**src/sv/buddy_block_allocator_macros.svh**
```systemverilog
// Assertion macros shared by the allocator modules.
`ifndef BUDDY_BLOCK_ALLOCATOR_MACROS_SVH
`define BUDDY_BLOCK_ALLOCATOR_MACROS_SVH

// Condition that must hold at every clock edge out of reset.
`define BBA_ASSERT_ALWAYS(lbl, cond, msg) \
    lbl: assert property (@(posedge i_clk) disable iff (!i_rst_n) (cond)) else $error(msg);

// Antecedent in this cycle implies consequent in the next.
`define BBA_ASSERT_NEXT(lbl, ante, cons, msg) \
    lbl: assert property (@(posedge i_clk) disable iff (!i_rst_n) (ante) |=> (cons)) \
        else $error(msg);

`endif

```
**src/sv/bba_pkg.sv**
```systemverilog
// Types, constants and codes shared by the buddy block allocator.
package bba_pkg;

    localparam int MEM_UNITS_DEF = 1024;
    localparam int MIN_BLOCK_DEF = 32;
    localparam int ID_BITS_DEF   = 16;

    localparam int PROC_ID_W  = 16;
    localparam int REQ_SIZE_W = 11;
    localparam int STATUS_W   = 2;
    localparam int OFFSET_W   = 10;
    localparam int SIZE_W     = 11;

    typedef enum logic {
        REQ_ALLOC   = 1'b0,
        REQ_RELEASE = 1'b1
    } t_req_type;

    typedef enum logic [STATUS_W-1:0] {
        ST_GRANTED   = 2'd0,
        ST_NO_FIT    = 2'd1,
        ST_RELEASED  = 2'd2,
        ST_NOT_FOUND = 2'd3
    } t_status;

    // Datapath operations issued by the controller, one per cycle.
    typedef enum logic [3:0] {
        OP_NONE    = 4'd0,
        OP_CLEAR   = 4'd1,
        OP_LOAD    = 4'd2,
        OP_DESCEND = 4'd3,
        OP_SPLIT   = 4'd4,
        OP_NEXT    = 4'd5,
        OP_UP      = 4'd6,
        OP_GRANT   = 4'd7,
        OP_FREE    = 4'd8,
        OP_MERGE   = 4'd9
    } t_op;

    typedef struct packed {
        logic is_rel;
        logic node_split;
        logic node_used;
        logic owner_match;
        logic too_small;
        logic take;
        logic at_root;
        logic is_right;
        logic parent_root;
        logic sib_free;
        logic clr_last;
    } t_dp_status;

    typedef struct packed {
        t_status               status;
        logic [OFFSET_W-1:0]   offset;
        logic [SIZE_W-1:0]     size;
    } t_result;

endpackage

```
**src/sv/bba_if.sv**
```systemverilog
// Request and response channel interfaces of the allocator.
interface bba_req_if;
    logic                             valid;
    logic                             ready;
    logic                             req_type;
    logic [bba_pkg::PROC_ID_W-1:0]    proc_id;
    logic [bba_pkg::REQ_SIZE_W-1:0]   req_size;

    modport source (output valid, req_type, proc_id, req_size, input ready);
    modport sink   (input valid, req_type, proc_id, req_size, output ready);
endinterface

interface bba_rsp_if;
    logic                             valid;
    logic                             ready;
    logic [bba_pkg::STATUS_W-1:0]     status;
    logic [bba_pkg::OFFSET_W-1:0]     block_offset;
    logic [bba_pkg::SIZE_W-1:0]       block_size;

    modport source (output valid, status, block_offset, block_size, input ready);
    modport sink   (input valid, status, block_offset, block_size, output ready);
endinterface

```
**src/sv/bba_ctrl.sv**
```systemverilog
// Sequencer for tree search, release and merge of the buddy allocator.
`include "buddy_block_allocator_macros.svh"

module bba_ctrl (
    input  logic                i_clk,
    input  logic                i_rst_n,
    input  logic                i_in_valid,
    output logic                o_in_ready,
    input  bba_pkg::t_dp_status i_status,
    output bba_pkg::t_op        o_op,
    output logic                o_res_valid,
    input  logic                i_out_free
);

    typedef enum logic [5:0] {
        S_CLEAR  = 6'b000001,
        S_IDLE   = 6'b000010,
        S_VISIT  = 6'b000100,
        S_ASCEND = 6'b001000,
        S_MERGE  = 6'b010000,
        S_DONE   = 6'b100000
    } t_state;

    t_state r_state;
    t_state n_state;

    always_comb begin
        n_state = r_state;
        o_op    = bba_pkg::OP_NONE;
        unique case (r_state)
            S_CLEAR: begin
                o_op = bba_pkg::OP_CLEAR;
                if (i_status.clr_last) begin
                    n_state = S_IDLE;
                end
            end
            S_IDLE: begin
                if (i_in_valid) begin
                    o_op    = bba_pkg::OP_LOAD;
                    n_state = S_VISIT;
                end
            end
            S_VISIT: begin
                if (i_status.is_rel) begin
                    if (i_status.node_split) begin
                        o_op = bba_pkg::OP_DESCEND;
                    end else if (i_status.node_used && i_status.owner_match) begin
                        o_op    = bba_pkg::OP_FREE;
                        n_state = i_status.at_root ? S_DONE : S_MERGE;
                    end else begin
                        n_state = S_ASCEND;
                    end
                end else begin
                    if (i_status.too_small) begin
                        n_state = S_ASCEND;
                    end else if (i_status.node_split) begin
                        o_op = bba_pkg::OP_DESCEND;
                    end else if (i_status.node_used) begin
                        n_state = S_ASCEND;
                    end else if (i_status.take) begin
                        o_op    = bba_pkg::OP_GRANT;
                        n_state = S_DONE;
                    end else begin
                        o_op = bba_pkg::OP_SPLIT;
                    end
                end
            end
            S_ASCEND: begin
                // right child: climb; left child: try the sibling
                if (i_status.at_root) begin
                    n_state = S_DONE;
                end else if (i_status.is_right) begin
                    o_op = bba_pkg::OP_UP;
                end else begin
                    o_op    = bba_pkg::OP_NEXT;
                    n_state = S_VISIT;
                end
            end
            S_MERGE: begin
                if (i_status.sib_free) begin
                    o_op = bba_pkg::OP_MERGE;
                    if (i_status.parent_root) begin
                        n_state = S_DONE;
                    end
                end else begin
                    n_state = S_DONE;
                end
            end
            S_DONE: begin
                if (i_out_free) begin
                    n_state = S_IDLE;
                end
            end
            default: begin
                n_state = S_CLEAR;
            end
        endcase
    end

    always_ff @(posedge i_clk) begin
        if (!i_rst_n) begin
            r_state <= S_CLEAR;
        end else begin
            r_state <= n_state;
        end
    end

    assign o_in_ready  = (r_state == S_IDLE);
    assign o_res_valid = (r_state == S_DONE);

    `BBA_ASSERT_NEXT(a_accept_starts_search, i_in_valid && o_in_ready, r_state == S_VISIT, "accepted request did not start a search")
    `BBA_ASSERT_NEXT(a_result_held, o_res_valid && !i_out_free, o_res_valid, "pending result dropped before output register freed")
    `BBA_ASSERT_ALWAYS(a_merge_on_release, (r_state != S_MERGE) || i_status.is_rel, "merge pass entered on an allocate request")

endmodule

```
**src/sv/bba_datapath.sv**
```systemverilog
// Node store, tree walk registers and result formatting of the allocator.
`include "buddy_block_allocator_macros.svh"

module bba_datapath #(
    parameter int MEM_UNITS = bba_pkg::MEM_UNITS_DEF,
    parameter int MIN_BLOCK = bba_pkg::MIN_BLOCK_DEF,
    parameter int ID_BITS   = bba_pkg::ID_BITS_DEF
) (
    input  logic                              i_clk,
    input  logic                              i_rst_n,
    input  bba_pkg::t_op                      i_op,
    input  logic                              i_req_type,
    input  logic [bba_pkg::PROC_ID_W-1:0]     i_proc_id,
    input  logic [bba_pkg::REQ_SIZE_W-1:0]    i_req_size,
    output bba_pkg::t_dp_status               o_status,
    output bba_pkg::t_result                  o_result
);

    localparam int LMEM   = $clog2(MEM_UNITS);
    localparam int LEVELS = LMEM - $clog2(MIN_BLOCK);
    localparam int NODES  = 2 ** (LEVELS + 1) - 1;
    localparam int IW     = LEVELS + 1;
    localparam int DW     = (LEVELS > 0) ? $clog2(LEVELS + 1) : 1;
    localparam int SW     = LMEM + 1;
    localparam int CW     = (SW > bba_pkg::REQ_SIZE_W) ? SW : bba_pkg::REQ_SIZE_W;
    localparam int OW     = LMEM;
    localparam int SHW    = $clog2(LMEM + 1);
    localparam int MW     = ID_BITS + 2;
    localparam int SPLIT_BIT = MW - 1;
    localparam int USED_BIT  = MW - 2;

    // node word: split, used, owner
    logic [MW-1:0]          r_mem [NODES];
    logic [MW-1:0]          r_rd_data;

    logic                   r_is_rel;
    logic [ID_BITS-1:0]     r_id;
    logic [bba_pkg::REQ_SIZE_W-1:0] r_req;
    logic [IW-1:0]          r_idx;
    logic [DW-1:0]          r_depth;
    logic [IW-1:0]          r_clr;
    logic                   r_found;
    logic [IW-1:0]          r_res_idx;
    logic [DW-1:0]          r_res_depth;

    logic [IW-1:0]          n_idx;
    logic [DW-1:0]          n_depth;
    logic [IW-1:0]          n_clr;
    logic                   n_found;

    logic [IW-1:0]          w_left;
    logic [IW-1:0]          w_next;
    logic [IW-1:0]          w_parent;
    logic [IW-1:0]          w_sib;
    logic [IW-1:0]          w_psib;
    logic [SW-1:0]          w_size;
    logic [CW-1:0]          w_size_c;
    logic [CW-1:0]          w_req_c;

    logic                   w_wr_en;
    logic [IW-1:0]          w_wr_addr;
    logic [MW-1:0]          w_wr_data;
    logic                   w_rd_en;
    logic [IW-1:0]          w_rd_addr;

    logic [SW-1:0]          w_res_size;
    logic [IW-1:0]          w_pos;
    logic [SHW-1:0]         w_shamt;
    logic [OW-1:0]          w_off;

    logic                   w_on_level;
    logic                   w_rw_clash;

    // tree navigation in heap order
    assign w_left   = IW'({r_idx, 1'b1});
    assign w_next   = r_idx + IW'(1);
    assign w_parent = IW'((r_idx - IW'(1)) >> 1);
    assign w_sib    = r_idx[0] ? (r_idx + IW'(1)) : (r_idx - IW'(1));
    assign w_psib   = w_parent[0] ? (w_parent + IW'(1)) : (w_parent - IW'(1));

    assign w_size   = SW'(MEM_UNITS) >> r_depth;
    assign w_size_c = CW'(w_size);
    assign w_req_c  = CW'(r_req);

    always_comb begin
        o_status.is_rel      = r_is_rel;
        o_status.node_split  = r_rd_data[SPLIT_BIT];
        o_status.node_used   = r_rd_data[USED_BIT];
        o_status.owner_match = (r_rd_data[ID_BITS-1:0] == r_id);
        o_status.too_small   = (w_size_c < w_req_c);
        o_status.take        = (w_req_c > (w_size_c >> 1)) || (r_depth == DW'(LEVELS));
        o_status.at_root     = (r_idx == '0);
        o_status.is_right    = !r_idx[0];
        o_status.parent_root = (w_parent == '0);
        o_status.sib_free    = !r_rd_data[SPLIT_BIT] && !r_rd_data[USED_BIT];
        o_status.clr_last    = (r_clr == IW'(NODES - 1));
    end

    // memory port control and walk register updates
    always_comb begin
        w_wr_en   = 1'b0;
        w_wr_addr = r_idx;
        w_wr_data = {2'b00, r_id};
        w_rd_en   = 1'b0;
        w_rd_addr = r_idx;
        n_idx     = r_idx;
        n_depth   = r_depth;
        n_clr     = r_clr;
        n_found   = r_found;
        unique case (i_op)
            bba_pkg::OP_CLEAR: begin
                w_wr_en   = 1'b1;
                w_wr_addr = r_clr;
                w_wr_data = '0;
                n_clr     = r_clr + IW'(1);
            end
            bba_pkg::OP_LOAD: begin
                w_rd_en   = 1'b1;
                w_rd_addr = '0;
                n_idx     = '0;
                n_depth   = '0;
                n_found   = 1'b0;
            end
            bba_pkg::OP_DESCEND: begin
                w_rd_en   = 1'b1;
                w_rd_addr = w_left;
                n_idx     = w_left;
                n_depth   = r_depth + DW'(1);
            end
            bba_pkg::OP_SPLIT: begin
                // children of an unsplit node are always free leaves already
                w_wr_en   = 1'b1;
                w_wr_data = {2'b10, r_id};
                w_rd_en   = 1'b1;
                w_rd_addr = w_left;
                n_idx     = w_left;
                n_depth   = r_depth + DW'(1);
            end
            bba_pkg::OP_NEXT: begin
                w_rd_en   = 1'b1;
                w_rd_addr = w_next;
                n_idx     = w_next;
            end
            bba_pkg::OP_UP: begin
                n_idx     = w_parent;
                n_depth   = r_depth - DW'(1);
            end
            bba_pkg::OP_GRANT: begin
                w_wr_en   = 1'b1;
                w_wr_data = {2'b01, r_id};
                n_found   = 1'b1;
            end
            bba_pkg::OP_FREE: begin
                // the root has no sibling to fetch
                w_wr_en   = 1'b1;
                w_wr_data = {2'b00, r_id};
                w_rd_en   = (r_idx != '0);
                w_rd_addr = w_sib;
                n_found   = 1'b1;
            end
            bba_pkg::OP_MERGE: begin
                // only ancestors of the freed leaf can become mergeable
                w_wr_en   = 1'b1;
                w_wr_addr = w_parent;
                w_wr_data = {2'b00, r_id};
                w_rd_en   = (w_parent != '0);
                w_rd_addr = w_psib;
                n_idx     = w_parent;
                n_depth   = r_depth - DW'(1);
            end
            default: begin
            end
        endcase
    end

    always_ff @(posedge i_clk) begin
        if (w_wr_en) begin
            r_mem[w_wr_addr] <= w_wr_data;
        end
        if (w_rd_en) begin
            r_rd_data <= r_mem[w_rd_addr];
        end
    end

    always_ff @(posedge i_clk) begin
        if (!i_rst_n) begin
            r_idx   <= '0;
            r_depth <= '0;
            r_clr   <= '0;
            r_found <= 1'b0;
        end else begin
            r_idx   <= n_idx;
            r_depth <= n_depth;
            r_clr   <= n_clr;
            r_found <= n_found;
        end
    end

    always_ff @(posedge i_clk) begin
        if (i_op == bba_pkg::OP_LOAD) begin
            r_is_rel <= (i_req_type == bba_pkg::REQ_RELEASE);
            r_id     <= ID_BITS'(i_proc_id);
            r_req    <= i_req_size;
        end
        if (i_op == bba_pkg::OP_GRANT || i_op == bba_pkg::OP_FREE) begin
            r_res_idx   <= r_idx;
            r_res_depth <= r_depth;
        end
    end

    // offset = (index - first index of level) * block size of level
    assign w_res_size = SW'(MEM_UNITS) >> r_res_depth;
    assign w_pos      = (r_res_idx + IW'(1)) ^ (IW'(1) << r_res_depth);
    assign w_shamt    = SHW'(LMEM) - SHW'(r_res_depth);
    assign w_off      = OW'(w_pos) << w_shamt;

    always_comb begin
        if (r_is_rel) begin
            o_result.status = r_found ? bba_pkg::ST_RELEASED : bba_pkg::ST_NOT_FOUND;
        end else begin
            o_result.status = r_found ? bba_pkg::ST_GRANTED : bba_pkg::ST_NO_FIT;
        end
        o_result.offset = r_found ? bba_pkg::OFFSET_W'(w_off) : '0;
        o_result.size   = r_found ? bba_pkg::SIZE_W'(w_res_size) : '0;
    end

    assign w_on_level = ((((IW+1)'(r_idx) + (IW+1)'(1)) >> r_depth) == (IW+1)'(1));
    assign w_rw_clash = w_wr_en && w_rd_en && (w_wr_addr == w_rd_addr);

    `BBA_ASSERT_ALWAYS(a_idx_matches_depth, w_on_level, "walk index off its level")
    `BBA_ASSERT_ALWAYS(a_no_rw_clash, !w_rw_clash, "node store read and written at one address")

endmodule

```
**src/sv/buddy_block_allocator.sv**
```systemverilog
// Buddy block allocator top level: sequencer, datapath and response register.
//
//  channel  | dir | handshake     | payload
//  ---------+-----+---------------+------------------------------------------
//  i_req    | in  | valid / ready | req_type, proc_id, req_size
//  o_rsp    | out | valid / ready | status, block_offset, block_size
//
// After reset a clearing pass writes every tree node (63 at the default sizes),
// one per cycle; no request is taken until it ends.
// The depth-first walk enters each visited node and backs out of it through the
// sequencer states; the node store has one read and one write port. A request
// holds the block until its result is passed on, and a release then checks for
// a merge at each level it climbs while the buddy is free.
// The response register holds one result while the next request is searched;
// the sequencer only waits at its end if that register is still full.
module buddy_block_allocator #(
    parameter int MEM_UNITS = bba_pkg::MEM_UNITS_DEF,
    parameter int MIN_BLOCK = bba_pkg::MIN_BLOCK_DEF,
    parameter int ID_BITS   = bba_pkg::ID_BITS_DEF
) (
    input  logic        i_clk,
    input  logic        i_rst_n,
    bba_req_if.sink     i_req,
    bba_rsp_if.source   o_rsp
);

    bba_pkg::t_op        w_op;
    bba_pkg::t_dp_status w_status;
    bba_pkg::t_result    w_result;
    logic                w_in_ready;
    logic                w_res_valid;
    logic                w_out_free;

    logic                r_out_valid;
    bba_pkg::t_result    r_out;

    bba_ctrl u_ctrl (
        .i_clk       (i_clk),
        .i_rst_n     (i_rst_n),
        .i_in_valid  (i_req.valid),
        .o_in_ready  (w_in_ready),
        .i_status    (w_status),
        .o_op        (w_op),
        .o_res_valid (w_res_valid),
        .i_out_free  (w_out_free)
    );

    bba_datapath #(
        .MEM_UNITS (MEM_UNITS),
        .MIN_BLOCK (MIN_BLOCK),
        .ID_BITS   (ID_BITS)
    ) u_datapath (
        .i_clk      (i_clk),
        .i_rst_n    (i_rst_n),
        .i_op       (w_op),
        .i_req_type (i_req.req_type),
        .i_proc_id  (i_req.proc_id),
        .i_req_size (i_req.req_size),
        .o_status   (w_status),
        .o_result   (w_result)
    );

    assign i_req.ready = w_in_ready;
    assign w_out_free  = !r_out_valid || o_rsp.ready;

    always_ff @(posedge i_clk) begin
        if (!i_rst_n) begin
            r_out_valid <= 1'b0;
        end else if (w_res_valid && w_out_free) begin
            r_out_valid <= 1'b1;
        end else if (o_rsp.ready) begin
            r_out_valid <= 1'b0;
        end
    end

    always_ff @(posedge i_clk) begin
        if (w_res_valid && w_out_free) begin
            r_out <= w_result;
        end
    end

    assign o_rsp.valid        = r_out_valid;
    assign o_rsp.status       = r_out.status;
    assign o_rsp.block_offset = r_out.offset;
    assign o_rsp.block_size   = r_out.size;

endmodule
```
**src/flat_wrapper.sv**
```systemverilog
// flat-port wrapper written by rule: the top's interface ports become plain ports
module buddy_block_allocator_flat 
#(
    parameter int MEM_UNITS = bba_pkg::MEM_UNITS_DEF,
    parameter int MIN_BLOCK = bba_pkg::MIN_BLOCK_DEF,
    parameter int ID_BITS   = bba_pkg::ID_BITS_DEF
)
  (i_clk, i_rst_n, i_req_valid, i_req_req_type, i_req_proc_id, i_req_req_size, i_req_ready, o_rsp_valid, o_rsp_status, o_rsp_block_offset, o_rsp_block_size, o_rsp_ready);
  bba_req_if i_req_i ();
  bba_rsp_if o_rsp_i ();
  input  logic i_clk;
  input  logic i_rst_n;
  input wire logic [$bits(i_req_i.valid)-1:0] i_req_valid;
  input wire logic [$bits(i_req_i.req_type)-1:0] i_req_req_type;
  input wire logic [$bits(i_req_i.proc_id)-1:0] i_req_proc_id;
  input wire logic [$bits(i_req_i.req_size)-1:0] i_req_req_size;
  output wire logic [$bits(i_req_i.ready)-1:0] i_req_ready;
  output wire logic [$bits(o_rsp_i.valid)-1:0] o_rsp_valid;
  output wire logic [$bits(o_rsp_i.status)-1:0] o_rsp_status;
  output wire logic [$bits(o_rsp_i.block_offset)-1:0] o_rsp_block_offset;
  output wire logic [$bits(o_rsp_i.block_size)-1:0] o_rsp_block_size;
  input wire logic [$bits(o_rsp_i.ready)-1:0] o_rsp_ready;
  assign i_req_i.valid = i_req_valid;
  assign i_req_i.req_type = i_req_req_type;
  assign i_req_i.proc_id = i_req_proc_id;
  assign i_req_i.req_size = i_req_req_size;
  assign i_req_ready = i_req_i.ready;
  assign o_rsp_valid = o_rsp_i.valid;
  assign o_rsp_status = o_rsp_i.status;
  assign o_rsp_block_offset = o_rsp_i.block_offset;
  assign o_rsp_block_size = o_rsp_i.block_size;
  assign o_rsp_i.ready = o_rsp_ready;
  buddy_block_allocator #(.MEM_UNITS(MEM_UNITS), .MIN_BLOCK(MIN_BLOCK), .ID_BITS(ID_BITS)) u_core (.i_clk(i_clk), .i_rst_n(i_rst_n), .i_req(i_req_i), .o_rsp(o_rsp_i));
endmodule
```
**config.mk**
```make
export PLATFORM = sky130hd
export DESIGN_NAME = buddy_block_allocator_flat
export DESIGN_NICKNAME = d
export VERILOG_FILES = /design/src/sv/bba_pkg.sv /design/src/sv/bba_if.sv /design/src/sv/bba_ctrl.sv /design/src/sv/bba_datapath.sv /design/src/sv/buddy_block_allocator.sv /design/src/flat_wrapper.sv
export VERILOG_INCLUDE_DIRS = /design/src /design/src/sv
export SDC_FILE = /design/constraint.sdc
export NUM_CORES = 2
export LEC_CHECK = 0
export BUFFER_PORTS_ARGS = -buffer_cell sky130_fd_sc_hd__buf_2
export CAP_MARGIN = 40
export CELL_PAD_IN_SITES_DETAIL_PLACEMENT = 2
export CELL_PAD_IN_SITES_GLOBAL_PLACEMENT = 2
export CORE_MARGIN = 2
export CORE_UTILIZATION = 48
export DETAILED_ROUTE_END_ITERATION = 10
export PLACE_DENSITY_LB_ADDON = 0.1
export SLEW_MARGIN = 20
export SYNTH_ARGS = -nofsm -noshare
export SYNTH_HDL_FRONTEND = slang
export SYNTH_HIERARCHICAL = 1
export SYNTH_SLANG_ARGS = --single-unit
```
**constraint.sdc**
```tcl
create_clock -name i_clk -period 6.6 [get_ports i_clk]
set_input_delay 0.33 -clock i_clk [delete_from_list [all_inputs] [get_ports i_clk]]
set_output_delay 0.33 -clock i_clk [all_outputs]
set_load 0.05 [all_outputs]
```
Yosys cells after proc, flatten, opt, wreduce, memory -nomap -nowiden
Memory sizes are Yosys's and may differ from the RTL's. A register that Yosys moved wholly into a read port is not among the register bits.
Index checks and enable logic that the tools add are counted.
Widths: inputs -> output; s select.
{"block": "totals", "register_bits": 83, "ram_bits": 1134, "input_bits": 32, "output_inout_bits": 25, "elab_cells": 125, "n_memories": 1}
{"block": "classes", "addsub": 9, "order_cmp": 2, "n_eq_ne": 26, "shifts": 4, "mux": 45, "bitwise_logic": 1, "reduce_logical": 23}
{"name": "u_core.u_datapath.r_mem", "depth": 63, "word_bits": 18, "read_ports": 1, "rd_clocked_by_memory_dff": 1, "wr": 1, "line_no": "bba_datapath.sv:33", "source": "logic [MW-1:0] r_mem [NODES];"}
{"op": "$mux 6", "count": 17}
{"op": "$pmux 18 s3", "count": 1}
{"op": "$pmux 6 s6", "count": 1}
{"op": "$pmux 6 s5", "count": 1}
{"op": "$pmux 6 s4", "count": 1}
{"op": "$shr 11x3->11 const A", "count": 2}
{"op": "$pmux 4 s5", "count": 1}
{"op": "$add 6x1->6 const B", "count": 3}
{"op": "$eq 16x16->1", "count": 1}
{"op": "$eq 4x3->1 const B", "count": 4}
{"op": "$mux 4", "count": 4}
{"op": "$eq 6x6->1 const B", "count": 2}
{"op": "$logic_not 6->1", "count": 2}
{"op": "$mux 3", "count": 4}
{"op": "$ne 3x3->1 const B", "count": 4}
{"op": "$pmux 6 s2", "count": 1}
{"op": "$reduce_bool 6->1", "count": 2}
{"op": "$gt 11x10->1", "count": 1}
{"op": "$lt 11x11->1", "count": 1}
{"op": "$shl 6x4->10", "count": 1}
{"op": "$pmux 3 s3", "count": 1}
{"op": "$eq 4x2->1 const B", "count": 2}
{"op": "$eq 4x4->1 const B", "count": 2}
{"op": "$mux 2", "count": 4}
{"op": "other kinds (30)", "count": 47}

Longest topological paths before layout
{"block": "depth", "depth_word": 14, "ltp_mapped": 33, "depth_no_buf": 25}

By module
Netlist, hierarchy kept.
{"module": "bba_datapath", "n_inst": 1, "cells_per_inst": 3006, "area_per_inst_um2": 49436.2, "seq_area_each_um2": 36024.6}
{"module": "buddy_block_allocator", "n_inst": 1, "cells_per_inst": 28, "area_per_inst_um2": 748.2, "seq_area_each_um2": 710.7}
{"module": "bba_ctrl", "n_inst": 1, "cells_per_inst": 68, "area_per_inst_um2": 515.5, "seq_area_each_um2": 120.1}

Worst setup path before layout
Ideal clock, no wire load.
{"block": "synth_timing", "path_type": "register to register", "start": "register u_core.u_datapath.r_depth[0]", "end": "memory u_core/u_datapath/r_mem[0][0] (netlist bit) (data pin)", "setup_ns": 0.511, "t_arrival_ns": 5.281, "required_ns": 6.089, "path_slack_ns": 0.808, "path_stages_with_launch": 23, "n_path_buf": 4, "period_less_slack_ns": 5.792, "path_cell_list": "dfxtp_1 > clkbuf_1 > nand3_1 > inv_1 > ha_1 > nor4b_1 > o21a_1 > o21a_1 > o21a_1 > o21ai_0 > nand2b_1 > a21oi_1 > nor2_1 > a211oi_1 > nand2b_1 > nand3_2 > nor2_1 > or3b_1 > buf_4 > buf_2 > nor4b_2 > clkbuf_1 > nor2b_1"}
{"item": "start: declaration", "line_no": "bba_datapath.sv:40", "source": "logic [DW-1:0] r_depth;"}
{"item": "start signal: assignment", "line_no": "bba_datapath.sv:193", "source": "r_depth <= n_depth;"}
{"item": "end: declaration", "line_no": "bba_datapath.sv:33"}

==> results.sh <==
export IMPL_synth_seq_cells=1235
export IMPL_netlist_area_um2=50700
export IMPL_ys_types=103
export IMPL_final_max_slew_violation_count=0
export IMPL_cp_max_fo=36
export IMPL_clock_skew_final_ps=42.7
export IMPL_crit_type="register to register"
export IMPL_holdCritPathClass="primary input to register"
export IMPL_design_die_area_um2=108000
export IMPL_grt_usage_pct=34.7
export IMPL_stdcell_count=4879
export IMPL_vdd_ir_drop_worst_mv=0.260
export IMPL_syn_inst=3102
export IMPL_pin_count=57
export IMPL_antenna_cells=0
export IMPL_die_h_um=329
export IMPL_p_leak_nw=20.8
export IMPL_worstReg2RegEnd="u_core/u_datapath/r_rd_data[9]$_DFFE_PP_"
export IMPL_place_hpwl_mm=108
export IMPL_drt_total_wl_mm=189
export IMPL_hold_viol_final=0
export IMPL_slowest_stage="o21ai_0"
export IMPL_antenna_found_initial=4
export IMPL_crit_arrival_ps=6980
export IMPL_ys_flop_type="edfxtp_1"
export IMPL_nFillCells=9026
export IMPL_worst_slew_pin_slew_ps=884
export IMPL_regToRegSetupSlack_ps=190
export IMPL_finalSetupViolCount=0
export IMPL_hold_path_depth=2
export IMPL_synth_common_cells="1212 x edfxtp_1, 400 x nand2_1, 158 x mux4_2, 154 x and3_1, 147 x nor2_1"
export IMPL_status="finished, final reports clean"
export IMPL_drt_iter0_drc=3408
export IMPL_grt_pass1_vias=34200
export IMPL_fin_crit_ps=6410
export IMPL_reg2reg_from="u_core/u_datapath/r_depth[0]$_SDFFE_PN0P_"
export IMPL_async_reset_ff_share_pct=0
export IMPL_clock_fmax_mhz=156
export IMPL_seqPwrFrac_pct=51.7
export IMPL_whs_ps=35.0
export IMPL_wl_per_cell_um=38.7
export IMPL_cp_end_kind="register"
export IMPL_die_x_um=329
export IMPL_drive_above_1_share_pct=23.7
export IMPL_dp_cells=4597
export IMPL_cts_tree="done"
export IMPL_detail_route_antenna_nets=0
export IMPL_num_rows=119
export IMPL_grt_overflow=0
export IMPL_critical_path_max_stage_delay_ps=410
export IMPL_place_area_um2=54400
export IMPL_core_um2=105000
export IMPL_clock_sinks=1235
export IMPL_cts_root_buffer="clkbuf_16"
export IMPL_grt_max_degree=64
export IMPL_cpMostUsedCell="o21a_1"
export IMPL_clk_latency_ps=770
export IMPL_intPower_mw=13.0
export IMPL_syn_avg_cell_area_um2=16.3
export IMPL_gp_congestion=0.844
export IMPL_relSlewSlack_pct=41.1
export IMPL_synth_area_leaders="edfxtp_1 72%, mux4_2 7.0%, nand2_1 3.0%"
export IMPL_fin_tns_setup_ps=0
export IMPL_critical_path_top_delay_family="compound AO/OA/AOI/OAI gates"
export IMPL_required_ps=7170
export IMPL_synth_most_common_cell="edfxtp_1"
export IMPL_power_total_mw=16.5
export IMPL_cts_clk_slew_worst_paths_ps=70
export IMPL_yosys_warnings=6
export IMPL_cp_start_kind="register"
export IMPL_dr_pass1_iters=5
export IMPL_initial_core_util_pct=48.3
export IMPL_pwr_share_clk_pct=47.1
export IMPL_syn_to_final_growth_pct=17.4
export IMPL_synth_top_cell_area_share_pct=71.8
export IMPL_ff2ff_path_depth=28
export IMPL_swShare_pct=21.1
export IMPL_clockBufferDepth=3
export IMPL_numCtsBuffers=134
export IMPL_p_comb_share_pct=1.2
export IMPL_min_from="i_rst_n"
export IMPL_cp_num_buf_inv=5
export IMPL_synth_edf_count=1212
export IMPL_drc=0
export IMPL_synth_top_cell_by_area="edfxtp_1"
export IMPL_post_route_period_util_pct=97.1
export IMPL_final_area_um2=59500
export IMPL_h_tree_depth=4
export IMPL_max_cap_violations=0
export IMPL_rsz0062_at_grt="yes"
export IMPL_min_to="u_core/u_ctrl/r_state[0]$_SDFFE_PN1P_"
export IMPL_vias_per_cell=6.56
export IMPL_port_buffers=56
export IMPL_dr_total_vias=32000
export IMPL_ys_seq_area_share_pct=72.7
export IMPL_fin_nets=3449
export IMPL_powerDensity_nw_per_um2=277
export IMPL_grt_pass1_wl_mm=264
export IMPL_netSwitchingPower_mw=3.49
-- logic make-up after synthesis --
family | Yosys count | synth area share (%)
AO/OA/AOI/OAI | 372 | 5.47
XOR/XNOR | 43 | 0.758
adder cells (fa/ha/maj) | 31 | 0.780
buffers and inverters | 221 | 2.18
flip-flops | 1235 | 72.7
multiplexers | 213 | 8.12
other | 1 | 0.00740
AND/OR/NAND/NOR | 986 | 9.99
-- state kept, by name (all words and copies together) (netlist names) --
name / cells
u_core/o_rsp.block_offset: 10
u_core/o_rsp.block_size: 11
u_core/o_rsp.status: 2
u_core/o_rsp.valid: 1
u_core/u_ctrl/r_state: 6
u_core/u_datapath/r_clr: 6
u_core/u_datapath/r_depth: 3
u_core/u_datapath/r_found: 1
u_core/u_datapath/r_id: 16
u_core/u_datapath/r_idx: 6
u_core/u_datapath/r_is_rel: 1
u_core/u_datapath/r_mem: 1134
u_core/u_datapath/r_rd_data: 18
u_core/u_datapath/r_req: 11
u_core/u_datapath/r_res_depth: 3
u_core/u_datapath/r_res_idx: 6
-- per-stage QoR --
step | util, % | worst slack, ps
6_report | 56.7 | 189
5_1_grt | 56.7 | -101
4_1_cts | 56.3 | 4.65
3_5_place_dp | 51.8 | -152
3_3_place_gp | 51.7 | -148
2_1_floorplan | - | 808
-- how the worst max path moves through the flow --
stage / start / slack, ps / cells past startpoint / to
floorplan: u_core/u_datapath/r_depth[0]$_SDFFE_PN0P_ / 810 / 22 / u_core/u_datapath/r_mem[0][0]$_DFFE_PP_
global placement: u_core/u_datapath/r_depth[2]$_SDFFE_PN0P_ / -150 / 27 / u_core/u_datapath/r_rd_data[5]$_DFFE_PP_
detailed placement: u_core/u_datapath/r_depth[2]$_SDFFE_PN0P_ / -150 / 27 / u_core/u_datapath/r_rd_data[2]$_DFFE_PP_
CTS: u_core/u_datapath/r_depth[2]$_SDFFE_PN0P_ / 5 / 29 / u_core/u_datapath/r_rd_data[9]$_DFFE_PP_
global route: u_core/u_datapath/r_depth[0]$_SDFFE_PN0P_ / -100 / 28 / u_core/u_datapath/r_rd_data[0]$_DFFE_PP_
finish: u_core/u_datapath/r_depth[0]$_SDFFE_PN0P_ / 190 / 28 / u_core/u_datapath/r_rd_data[9]$_DFFE_PP_
-- layer usage --
metal  vias up  GRT usage [%]  wire length, µm
met5         -              0               29
met4         6           16.8             9250
met3       428           6.53            14000
met2      1687           58.1            94100
met1     17200           43.7            71300
li1      12700              -                -
-- layout by cell type, fill, tap and decap left out, types with 29 or more instances in the layout --
cell | netlist | routed
clkbuf_1 | 60 | 29
a22oi_1 | 41 | 37
buf_2 | 91 | 58
and3_1 | 154 | 154
ha_1 | 30 | 30
nor2_2 | 2 | 56
buf_12 | 0 | 39
clkinv_1 | 0 | 31
nand3_1 | 98 | 98
buf_4 | 15 | 190
edfxtp_1 | 1212 | 1212
mux4_2 | 158 | 158
a21oi_1 | 33 | 32
clkbuf_16 | 0 | 141
nand2_1 | 400 | 399
dlygate4sd3_1 | 0 | 29
xnor2_1 | 32 | 32
mux2i_1 | 50 | 50
o211ai_1 | 37 | 37
o21ai_0 | 71 | 66
nor2_1 | 147 | 88
inv_1 | 36 | 33
a22o_1 | 52 | 52
-- repair_timing --
item                                    CTS  global route
pin swaps                                 0             6
cloned                                    0             2
resized for setup                         7            50
hold endpoints to repair                 29             0
hold buffers                             29             0
endpoints found under the setup margin    6           498
buffers inserted                          0             7
-- power by group through the flow --
| stage | clock network, mW | registers, mW | logic, mW |
|---|---|---|---|
| 3_3_place_gp | 0 | 8.70 | 0.150 |
| 3_5_place_dp | 0 | 8.71 | 0.164 |
| 6_report | 7.78 | 8.55 | 0.194 |
| 4_1_cts | 7.85 | 8.55 | 0.186 |
| 5_1_grt | 8.09 | 8.54 | 0.199 |
| 2_1_floorplan | 0 | 8.70 | 0.0794 |
-- layout make-up --
class                      count  area, µm²  area share, %
sequential                  1235      36900           61.9
multi-input combinational   1649      13400           22.4
clock buffer                 171       3640           6.11
timing repair buffer         330       3100           5.20
tap                         1391       1740           2.92
clock inverter                67        713           1.20
inverter                      36        135          0.227
Note: power is estimated with default switching activity, not from simulation.
